$ cat config.mk
export PLATFORM = sky130hd
export DESIGN_NAME = jpeg_marker_scanner_top
export DESIGN_NICKNAME = d
export VERILOG_FILES = /design/src/design/jms_pkg.sv /design/src/design/jms_parser.sv /design/src/design/jms_out_fifo.sv /design/src/design/jpeg_marker_scanner_top.sv
export SDC_FILE = /design/constraint.sdc
export NUM_CORES = 1
export LEC_CHECK = 0
export ABC_CLOCK_PERIOD_IN_PS = 15300
export BUFFER_PORTS_ARGS = -buffer_cell sky130_fd_sc_hd__buf_2
export CAP_MARGIN = 15
export CELL_PAD_IN_SITES_DETAIL_PLACEMENT = 0
export CELL_PAD_IN_SITES_GLOBAL_PLACEMENT = 1
export CORE_MARGIN = 3
export CORE_UTILIZATION = 30
export DETAILED_ROUTE_END_ITERATION = 7
export GPL_ROUTABILITY_DRIVEN = 1
export MAX_ROUTING_LAYER = met4
export PLACE_DENSITY = 0.66
export SYNTH_ARGS = -nofsm -noshare
export SYNTH_HDL_FRONTEND = slang
export SYNTH_SLANG_ARGS = --single-unit
$ cat constraint.sdc
create_clock -name clk -period 15.3 [get_ports clk]
set_clock_uncertainty 0.05 [all_clocks]
set_input_delay 0.765 -clock clk [delete_from_list [all_inputs] [get_ports clk]]
set_output_delay 0.765 -clock clk [all_outputs]
set_load 0.005 [all_outputs]
$ cat src/design/jms_pkg.sv
// ---------------------------------------------------------------------------
// jms_pkg
// Shared types and constants for the JPEG marker scanner.
// ---------------------------------------------------------------------------
package jms_pkg;

  localparam int POS_BITS  = 24;
  localparam int SIZE_BITS = 24;
  localparam int LEN_BITS  = 24;
  localparam int DIM_BITS  = 16;
  localparam int CMP_BITS  = POS_BITS + 2;

  localparam logic [SIZE_BITS-1:0] BUFFER_SIZE_RESET = '1;

  localparam logic [7:0] MK_FF   = 8'hFF;
  localparam logic [7:0] MK_SOF0 = 8'hC0;
  localparam logic [7:0] MK_SOI  = 8'hD8;
  localparam logic [7:0] MK_EOI  = 8'hD9;
  localparam logic [7:0] MK_RST0 = 8'hD0;
  localparam logic [7:0] MK_RST7 = 8'hD7;
  localparam logic [7:0] MK_TEM  = 8'h01;

  localparam logic STATUS_EOI   = 1'b0;
  localparam logic STATUS_NOEOI = 1'b1;

  typedef enum logic [2:0] {
    PH_SCAN   = 3'd0,
    PH_LEN_HI = 3'd1,
    PH_LEN_LO = 3'd2,
    PH_SKIP   = 3'd3,
    PH_DONE   = 3'd4
  } phase_t;

  typedef struct packed {
    logic                status;
    logic [LEN_BITS-1:0] total_length;
    logic [DIM_BITS-1:0] frame_width;
    logic [DIM_BITS-1:0] frame_height;
    logic                size_found;
  } result_t;

endpackage

$ cat src/design/jms_parser.sv
// ---------------------------------------------------------------------------
// jms_parser
// Input word register and marker parse state; one word processed per cycle while the result queue is not full.
// ---------------------------------------------------------------------------
module jms_parser (
  input  logic                          clk,
  input  logic                          rst,
  input  logic [jms_pkg::SIZE_BITS-1:0] buffer_size,
  input  logic                          in_valid,
  output logic                          in_stall,
  input  logic [7:0]                    data_byte,
  input  logic                          first_byte,
  input  logic                          res_full,
  output logic                          res_valid,
  output jms_pkg::result_t              res
);

  logic       ivalid;
  logic [7:0] ibyte;
  logic       ifirst;
  logic       accept;
  logic       consume;

  jms_pkg::phase_t              phase, phase_next, cur_phase;
  logic [jms_pkg::POS_BITS-1:0] pos, pos_next, cur_pos;
  logic                         prev_ff, prev_ff_next, cur_prev_ff;
  logic [jms_pkg::POS_BITS-1:0] mpos, mpos_next, cur_mpos;
  logic [7:0]                   code, code_next, cur_code;
  logic [15:0]                  seglen, seglen_next, cur_seglen;
  logic [15:0]                  skip, skip_next, cur_skip;
  logic [2:0]                   poff, poff_next, cur_poff;
  logic [jms_pkg::DIM_BITS-1:0] wid, wid_next, cur_wid;
  logic [jms_pkg::DIM_BITS-1:0] hgt, hgt_next, cur_hgt;
  logic                         sof, sof_next, cur_sof;
  logic                         fin, fin_next, cur_fin;

  logic                         take;
  logic [jms_pkg::POS_BITS-1:0] take_pos;
  logic [jms_pkg::CMP_BITS-1:0] pos_sum;
  logic [jms_pkg::CMP_BITS-1:0] seg_end;
  logic [15:0]                  len;
  logic                         over;
  logic                         emit;
  jms_pkg::result_t             res_w;

  assign in_stall = ivalid && res_full;
  assign accept   = in_valid && !in_stall;
  assign consume  = ivalid && !res_full;

  always_ff @(posedge clk) begin
    if (rst) begin
      ivalid <= 1'b0;
    end else if (accept) begin
      ivalid <= 1'b1;
    end else if (consume) begin
      ivalid <= 1'b0;
    end
    if (accept) begin
      ibyte  <= data_byte;
      ifirst <= first_byte;
    end
  end

  // start of a new buffer clears the parse state
  always_comb begin
    if (ifirst) begin
      cur_phase   = jms_pkg::PH_SCAN;
      cur_pos     = '0;
      cur_prev_ff = 1'b0;
      cur_mpos    = '0;
      cur_code    = '0;
      cur_seglen  = '0;
      cur_skip    = '0;
      cur_poff    = '0;
      cur_wid     = '0;
      cur_hgt     = '0;
      cur_sof     = 1'b0;
      cur_fin     = 1'b0;
    end else begin
      cur_phase   = phase;
      cur_pos     = pos;
      cur_prev_ff = prev_ff;
      cur_mpos    = mpos;
      cur_code    = code;
      cur_seglen  = seglen;
      cur_skip    = skip;
      cur_poff    = poff;
      cur_wid     = wid;
      cur_hgt     = hgt;
      cur_sof     = sof;
      cur_fin     = fin;
    end
  end

  assign pos_sum = jms_pkg::CMP_BITS'(cur_pos) + jms_pkg::CMP_BITS'(1);
  assign len     = {cur_seglen[15:8], ibyte};
  assign seg_end = jms_pkg::CMP_BITS'(cur_mpos) + jms_pkg::CMP_BITS'(2)
                 + jms_pkg::CMP_BITS'(len);
  assign over    = seg_end > jms_pkg::CMP_BITS'(buffer_size);

  always_comb begin
    phase_next   = cur_phase;
    pos_next     = cur_pos;
    prev_ff_next = cur_prev_ff;
    mpos_next    = cur_mpos;
    code_next    = cur_code;
    seglen_next  = cur_seglen;
    skip_next    = cur_skip;
    poff_next    = cur_poff;
    wid_next     = cur_wid;
    hgt_next     = cur_hgt;
    sof_next     = cur_sof;
    fin_next     = cur_fin;
    take         = 1'b0;
    take_pos     = cur_pos - jms_pkg::POS_BITS'(1);
    emit         = 1'b0;
    res_w        = '0;
    if (!cur_fin) begin
      pos_next = pos_sum[jms_pkg::POS_BITS-1:0];
      unique case (cur_phase)
        jms_pkg::PH_SCAN: begin
          if (cur_prev_ff && ibyte != 8'h00) begin
            take = 1'b1;
          end else begin
            prev_ff_next = (ibyte == jms_pkg::MK_FF);
          end
        end
        jms_pkg::PH_LEN_HI: begin
          seglen_next = {ibyte, 8'h00};
          phase_next  = jms_pkg::PH_LEN_LO;
        end
        jms_pkg::PH_LEN_LO: begin
          seglen_next = len;
          if (!over && len >= 16'd2) begin
            if (len == 16'd2) begin
              phase_next   = jms_pkg::PH_SCAN;
              prev_ff_next = 1'b0;
            end else begin
              skip_next  = len - 16'd2;
              poff_next  = '0;
              phase_next = jms_pkg::PH_SKIP;
            end
          end else if (!over && len == 16'd1) begin
            phase_next   = jms_pkg::PH_SCAN;
            prev_ff_next = (ibyte == jms_pkg::MK_FF);
          end else if (cur_seglen[15:8] == jms_pkg::MK_FF && ibyte != 8'h00) begin
            take = 1'b1;
          end else begin
            phase_next   = jms_pkg::PH_SCAN;
            prev_ff_next = (ibyte == jms_pkg::MK_FF);
          end
        end
        jms_pkg::PH_SKIP: begin
          if (cur_code == jms_pkg::MK_SOF0) begin
            case (cur_poff)
              3'd1:    hgt_next[15:8] = ibyte;
              3'd2:    hgt_next[7:0]  = ibyte;
              3'd3:    wid_next[15:8] = ibyte;
              3'd4: begin
                wid_next[7:0] = ibyte;
                sof_next      = 1'b1;
              end
              default: ;
            endcase
          end
          if (cur_poff != 3'd7) begin
            poff_next = cur_poff + 3'd1;
          end
          skip_next = cur_skip - 16'd1;
          if (skip_next == 16'd0) begin
            phase_next   = jms_pkg::PH_SCAN;
            prev_ff_next = 1'b0;
          end
        end
        default: begin
          phase_next   = jms_pkg::PH_SCAN;
          prev_ff_next = 1'b0;
        end
      endcase

      if (take) begin
        prev_ff_next = 1'b0;
        if (ibyte == jms_pkg::MK_EOI) begin
          emit               = 1'b1;
          res_w.status       = jms_pkg::STATUS_EOI;
          res_w.total_length = pos_sum[jms_pkg::LEN_BITS-1:0];
        end else if (ibyte == jms_pkg::MK_SOI || ibyte == jms_pkg::MK_TEM ||
                     (ibyte >= jms_pkg::MK_RST0 && ibyte <= jms_pkg::MK_RST7)) begin
          phase_next = jms_pkg::PH_SCAN;
        end else begin
          mpos_next  = take_pos;
          code_next  = ibyte;
          phase_next = jms_pkg::PH_LEN_HI;
        end
      end

      // last byte of the buffer without end of image
      if (!emit && pos_sum >= jms_pkg::CMP_BITS'(buffer_size)) begin
        emit               = 1'b1;
        res_w.status       = jms_pkg::STATUS_NOEOI;
        res_w.total_length = '0;
      end

      if (emit) begin
        fin_next           = 1'b1;
        phase_next         = jms_pkg::PH_DONE;
        res_w.frame_width  = wid_next;
        res_w.frame_height = hgt_next;
        res_w.size_found   = sof_next;
      end
    end
  end

  assign res_valid = consume && emit;
  assign res       = res_w;

  always_ff @(posedge clk) begin
    if (rst) begin
      phase   <= jms_pkg::PH_SCAN;
      pos     <= '0;
      prev_ff <= 1'b0;
      mpos    <= '0;
      code    <= '0;
      seglen  <= '0;
      skip    <= '0;
      poff    <= '0;
      wid     <= '0;
      hgt     <= '0;
      sof     <= 1'b0;
      fin     <= 1'b0;
    end else if (consume) begin
      phase   <= phase_next;
      pos     <= pos_next;
      prev_ff <= prev_ff_next;
      mpos    <= mpos_next;
      code    <= code_next;
      seglen  <= seglen_next;
      skip    <= skip_next;
      poff    <= poff_next;
      wid     <= wid_next;
      hgt     <= hgt_next;
      sof     <= sof_next;
      fin     <= fin_next;
    end
  end

endmodule

$ cat src/design/jms_out_fifo.sv
// ---------------------------------------------------------------------------
// jms_out_fifo
// Two-entry result queue between the parser and the output channel.
// ---------------------------------------------------------------------------
module jms_out_fifo (
  input  logic             clk,
  input  logic             rst,
  input  logic             push,
  input  jms_pkg::result_t push_data,
  output logic             full,
  output logic             out_valid,
  input  logic             out_stall,
  output jms_pkg::result_t out_data
);

  jms_pkg::result_t mem [2];
  logic             wr_ptr;
  logic             rd_ptr;
  logic [1:0]       count;
  logic             pop;

  assign full      = (count == 2'd2);
  assign out_valid = (count != 2'd0);
  assign pop       = out_valid && !out_stall;
  assign out_data  = mem[rd_ptr];

  always_ff @(posedge clk) begin
    if (rst) begin
      wr_ptr <= 1'b0;
      rd_ptr <= 1'b0;
      count  <= 2'd0;
    end else begin
      if (push) begin
        wr_ptr <= !wr_ptr;
      end
      if (pop) begin
        rd_ptr <= !rd_ptr;
      end
      if (push && !pop) begin
        count <= count + 2'd1;
      end else if (pop && !push) begin
        count <= count - 2'd1;
      end
    end
    if (push) begin
      mem[wr_ptr] <= push_data;
    end
  end

endmodule

$ cat src/design/jpeg_marker_scanner_top.sv
// ---------------------------------------------------------------------------
// jpeg_marker_scanner_top
// Byte-serial JPEG marker scanner reporting image size and length at EOI.
// ---------------------------------------------------------------------------
// path: each input word is registered, parsed combinationally and written into the result queue
// throughput: one word per cycle while the result queue is not full; the parse step is combinational
// a two-entry result queue keeps input flowing while a result is stalled, until the queue is full
// reset: synchronous, clears parse state and queue, buffer_size to all ones
module jpeg_marker_scanner_top (
  input  logic                          clk,
  input  logic                          rst,
  input  logic                          cfg_wr_en,
  input  logic [jms_pkg::SIZE_BITS-1:0] cfg_wr_data,
  input  logic                          in_valid,
  output logic                          in_stall,
  input  logic [7:0]                    data_byte,
  input  logic                          first_byte,
  output logic                          out_valid,
  input  logic                          out_stall,
  output logic                          status,
  output logic [jms_pkg::LEN_BITS-1:0]  total_length,
  output logic [jms_pkg::DIM_BITS-1:0]  frame_width,
  output logic [jms_pkg::DIM_BITS-1:0]  frame_height,
  output logic                          size_found
);

  logic [jms_pkg::SIZE_BITS-1:0] buffer_size;
  logic                          res_valid;
  logic                          res_full;
  jms_pkg::result_t              res;
  jms_pkg::result_t              out_data;

  always_ff @(posedge clk) begin
    if (rst) begin
      buffer_size <= jms_pkg::BUFFER_SIZE_RESET;
    end else if (cfg_wr_en) begin
      buffer_size <= cfg_wr_data;
    end
  end

  jms_parser u_parser (
    .clk         (clk),
    .rst         (rst),
    .buffer_size (buffer_size),
    .in_valid    (in_valid),
    .in_stall    (in_stall),
    .data_byte   (data_byte),
    .first_byte  (first_byte),
    .res_full    (res_full),
    .res_valid   (res_valid),
    .res         (res)
  );

  jms_out_fifo u_out_fifo (
    .clk       (clk),
    .rst       (rst),
    .push      (res_valid),
    .push_data (res),
    .full      (res_full),
    .out_valid (out_valid),
    .out_stall (out_stall),
    .out_data  (out_data)
  );

  assign status       = out_data.status;
  assign total_length = out_data.total_length;
  assign frame_width  = out_data.frame_width;
  assign frame_height = out_data.frame_height;
  assign size_found   = out_data.size_found;

endmodule
==> report_table.html <==
<table>
<tr><th>Metric</th><th>Value</th></tr>
<tr><th colspan="2">Yosys</th></tr>
<tr><td>Synthesis-stage register bit count</td><td>roughly 280</td></tr>
<tr><td>Most frequently used flop master after synthesis</td><td>dfxtp_1</td></tr>
<tr><td>Adder-Cell Fraction of Synth Area</td><td>approximately 6.2%</td></tr>
<tr><td>Cell taking the most area after synthesis</td><td>edfxtp_1</td></tr>
<tr><td>Synth top cells by count</td><td>212 x nor2_1, 171 x nand2_1, 151 x dfxtp_1, 125 x edfxtp_1, 111 x a21oi_1</td></tr>
<tr><td>Yosys warnings</td><td>0</td></tr>
<tr><td>Post-synth EDFFs</td><td>~130</td></tr>
<tr><td>Fraction of post-synthesis cell area in the top cell type by area</td><td>between 20% and 30%</td></tr>
<tr><td>Most frequently used cell type in the post-synthesis netlist</td><td>nor2_1</td></tr>
<tr><td>Portion of the post-synthesis area used by sequential elements</td><td>42.4%</td></tr>
<tr><td>Largest family of logic cells by synthesized area</td><td>simple AND/OR/NAND/NOR gates</td></tr>
<tr><td>Post-synthesis share of cell area spent on and, or, nand and nor gates</td><td>between 10% and 20%</td></tr>
<tr><td>Synthesized-area fraction occupied by ao, oa, aoi and oai cells</td><td>approximately 17%</td></tr>
<tr><td>Share of the synthesized netlist area taken by xor and xnor gates</td><td>4.77%</td></tr>
<tr><td>Synth async-reset ratio</td><td>0%</td></tr>
<tr><td>Syn nets</td><td>about 1900</td></tr>
<tr><td>Gate count after technology mapping</td><td>1758</td></tr>
<tr><td>Leading post-synthesis cells by cell area</td><td>edfxtp_1 23%, dfxtp_1 19%, ha_1 6.1%, nor2_1 5.0%, mux2_2 4.4%</td></tr>
<tr><td>Mux share of post-synthesis cell area</td><td>about 5.6%</td></tr>
<tr><td>Post-synth design cell area</td><td>about 16000 um2</td></tr>
<tr><td>Mean cell area of the mapped netlist</td><td>9.09 um2</td></tr>
<tr><td>Post-synth cell types</td><td>79</td></tr>
<tr><th colspan="2">Critical path</th></tr>
<tr><td>Worst Path Arrival</td><td>8620 ps</td></tr>
<tr><td>Element type at the critical path start</td><td>flop</td></tr>
<tr><td>Largest stage delay, worst path</td><td>between 600 and 700 ps</td></tr>
<tr><td>Endpoint kind of the worst setup timing path</td><td>flop</td></tr>
<tr><td>Most common cell on crit path</td><td>nor2_1</td></tr>
<tr><td>Slowest stage cell, crit path</td><td>a2111oi_0</td></tr>
<tr><td>Type of the worst setup path</td><td>flop to flop</td></tr>
<tr><td>Worst EP required</td><td>around 15000 ps</td></tr>
<tr><td>Largest fanout of any net on the critical path</td><td>between 60 and 70</td></tr>
<tr><th colspan="2">Hold path</th></tr>
<tr><td>Hold WC Path Type</td><td>input port to flop</td></tr>
<tr><th colspan="2">Place</th></tr>
<tr><td>Detailed placer's ending HPWL</td><td>between 30 and 40 mm</td></tr>
<tr><td>RePlAce Congestion</td><td>between 0.8 and 0.9</td></tr>
<tr><td>Quantity of I/O buffers inserted on ports</td><td>97</td></tr>
<tr><th colspan="2">Routing</th></tr>
<tr><td>Routed via count divided by cell count</td><td>around 5.3</td></tr>
<tr><td>Detail Route Antenna Nets</td><td>0</td></tr>
<tr><td>Drt first pass iters</td><td>5</td></tr>
<tr><td>Remaining design rule violation count</td><td>0</td></tr>
<tr><td>Average wire length per cell after detail routing</td><td>18.8 um</td></tr>
<tr><td>Drt initial violations</td><td>1128</td></tr>
<tr><td>Post-Route WL</td><td>46.9 mm</td></tr>
<tr><td>Detailed-route via count</td><td>roughly 13000</td></tr>
<tr><th colspan="2">Clock network</th></tr>
<tr><td>Clk sink count</td><td>roughly 280</td></tr>
<tr><td>Root buffer selected by CTS</td><td>clkbuf_16</td></tr>
<tr><td>Deepest level of the CTS H-tree</td><td>1</td></tr>
<tr><td>Number of clock buffers inserted by TritonCTS</td><td>31</td></tr>
<tr><td>Clock-pin slew on the worst setup and hold paths</td><td>~70 ps</td></tr>
<tr><td>Insertion delay to the later sink of the worst-skew pair</td><td>about 590 ps</td></tr>
<tr><td>Maximum clock path buffer count</td><td>3</td></tr>
<tr><td>Number of instances resized during post-cts repair</td><td>0</td></tr>
<tr><td>Hold Buf Count CTS</td><td>0</td></tr>
<tr><td>Total setup buffers inserted after CTS</td><td>0</td></tr>
<tr><td>Clock tree from TritonCTS</td><td>built</td></tr>
<tr><th colspan="2">GRT</th></tr>
<tr><td>Antenna violations before repair</td><td>1</td></tr>
<tr><td>Largest net degree at the start of global routing</td><td>75</td></tr>
<tr><td>Wire length of the first global-routing pass</td><td>73.0 mm</td></tr>
<tr><td>Grt total ovfl</td><td>0</td></tr>
<tr><td>Vias in the first global route</td><td>12500</td></tr>
<tr><td>Global routing usage summed across all routing layers</td><td>between 10% and 20%</td></tr>
<tr><th colspan="2">Final layout</th></tr>
<tr><td>Layout cells sized above 1</td><td>roughly 14%</td></tr>
<tr><td>Fraction of the core area covered by cells at the end of the flow</td><td>between 30% and 40%</td></tr>
<tr><td>Area growth from synthesis to layout</td><td>12.6%</td></tr>
<tr><td>Fillcell total</td><td>5262</td></tr>
<tr><td>Total area of multi-input combinational cells</td><td>8490 um2</td></tr>
<tr><td>Storage element area</td><td>approximately 6800 um2</td></tr>
<tr><td>Number of nets in the finished design</td><td>between 1500 and 2000</td></tr>
<tr><th colspan="2">Timing</th></tr>
<tr><td>Unrepaired setup endpoints after global routing</td><td>false</td></tr>
<tr><td>Fmax achieved</td><td>~120 MHz</td></tr>
<tr><td>Final clock period utilization by the worst path</td><td>55.4%</td></tr>
<tr><td>Number of endpoints failing setup at the final stage</td><td>0</td></tr>
<tr><td>Crit path time final</td><td>~8500 ps</td></tr>
<tr><td>Number of failing hold endpoints at the final stage</td><td>0</td></tr>
<tr><td>Worst-case headroom to the max-slew limit</td><td>between 20% and 30%</td></tr>
<tr><td>Total negative setup slack</td><td>0 ps</td></tr>
<tr><td>Least-Margin Pin Slew</td><td>between 1000 and 1500 ps</td></tr>
<tr><td>Count of final max-slew check failures</td><td>0</td></tr>
<tr><th colspan="2">Run</th></tr>
<tr><td>Max-cap violations</td><td>0</td></tr>
<tr><th colspan="2">Floorplan</th></tr>
<tr><td>Effective utilization at floorplan</td><td>slightly above 30%</td></tr>
<tr><td>Die outline width</td><td>approximately 240 um</td></tr>
<tr><td>Count of pins on the block boundary</td><td>approximately 100</td></tr>
<tr><td>Die ar.</td><td>roughly 56000 um2</td></tr>
<tr><td>Floorplan core area</td><td>52000 um2</td></tr>
<tr><td>Die outline height</td><td>between 200 and 250 um</td></tr>
<tr><td>Number of placement rows</td><td>between 80 and 90</td></tr>
<tr><th colspan="2">Power and ir drop</th></tr>
<tr><td>Max IR drop VDD</td><td>0.0000850 V</td></tr>
<tr><td>Power per standard cell area</td><td>90.4 nW/um2</td></tr>
<tr><td>Leakage power</td><td>6.21 nW</td></tr>
<tr><th colspan="2">Status</th></tr>
<tr><td>Run status</td><td>finished, final reports clean</td></tr>
</table>
==> metal layers <==
layer	wire length, um	global-route usage, %	vias up
met5	0	-	-
met2	20800	24.7	312
met4	976	4.09	0
met3	2230	2.35	66
li1	-	-	6430
met1	22900	23.5	6364
==> stage by stage <==
| stage | cell area (um2) | instances | setup WS, ps | hold slack, ps | total power, mW |
|---|---|---|---|---|---|
| CTS | 18000 | 2490 | 6870 | 296 | 1.64 |
| floorplan | 16000 | 1758 | 3470 | 389 | 0.879 |
| finish | 18000 | 2492 | 6820 | 318 | 1.63 |
| global placement | 17000 | 2433 | 7110 | 404 | 0.926 |
| global route | 18000 | 2492 | 6140 | 299 | 1.69 |
| detailed placement | 17000 | 2433 | 6930 | 416 | 0.927 |
==> kinds of logic (layout without fill, tap and decap cells) <==
group	Yosys count	in the layout
and+or+nand+nor	660	660
AOI/OAI and AO/OA	386	386
DFF	276	276
buffers and inverters	189	242
xor gates and xnor gates	87	87
muxes	81	81
adders and majority gates	79	79
other	0	1
==> worst max-delay path: cells and delay by family (launching register included) <==
family	cells	cell delay, ps
AOI/OAI and AO/OA	9	2500
xor gates and xnor gates	2	400
adders and majority gates	3	870
buffers and inverters	4	1570
DFF	1	360
and+or+nand+nor	11	2150
==> area by class of cell <==
type	instances	area share (%)
sequential	276	37.7
inverter	66	1.38
timing repair buffer	119	3.64
clock buffer	40	4.56
antenna	1	0.0139
multi-input combinational	1293	47.2
clock inverter	17	0.814
tap	680	4.73
==> worst paths after layout <==
check	startpoint	to	slack, ps	depth (start not counted)
min	data_byte[0]	u_parser.ibyte[0]	320	1
max reg2reg	u_parser.ifirst	u_out_fifo.mem[0][53]	6820	29
max	u_parser.ifirst	u_out_fifo.mem[0][53]	6820	29
min reg2reg	u_parser.code[3]	u_parser.code[3]	430	2
==> flip-flops by register name, summed over array words and instances, names as in the netlist, 8 cells and up, named ones only <==
signal / flops
u_parser.ibyte: 8
u_parser.seglen: 8
u_parser.hgt: 16
u_parser.code: 8
u_parser.skip: 16
u_out_fifo.mem: 116
u_parser.wid: 16
u_parser.mpos: 24
buffer_size: 24
u_parser.pos: 24
==> placed cells by master (no fill, tap or decap), drive strengths merged, types with 10 or more instances in the layout <==
| cell type | Yosys | routed |
|---|---|---|
| nor2 | 212 | 212 |
| nand2 | 171 | 171 |
| dfxtp | 151 | 151 |
| edfxtp | 125 | 125 |
| buf | 24 | 119 |
| a21oi | 111 | 111 |
| ha | 78 | 78 |
| inv | 66 | 67 |
| mux2 | 62 | 62 |
| o21ai | 58 | 58 |
| nor3 | 52 | 52 |
| xnor2 | 51 | 51 |
| nand3 | 42 | 42 |
| clkbuf | 99 | 40 |
| xor2 | 36 | 36 |
| o211ai | 31 | 31 |
| nor2b | 30 | 30 |
| nor3b | 29 | 29 |
| a32oi | 26 | 26 |
| a32o | 25 | 25 |
| nand4 | 23 | 23 |
| a22oi | 19 | 19 |
| mux2i | 19 | 19 |
| nor4 | 18 | 18 |
| a21o | 15 | 15 |
| and2 | 15 | 15 |
| or3 | 15 | 15 |
| a211oi | 12 | 12 |
| nand2b | 12 | 12 |
| a31oi | 12 | 12 |
| clkinv | 0 | 12 |
| o21a | 10 | 10 |
==> power by group <==
group | internal [mW] | leakage (nW) | total [mW] | switching [mW]
combinational | 0.0384 | 3.62 | 0.128 | 0.0893
sequential | 0.773 | 2.12 | 0.784 | 0.0111
clock | 0.410 | 0.470 | 0.714 | 0.304
total | 1.22 | 6.21 | 1.63 | 0.404
Power figures use the tool's default switching activity.
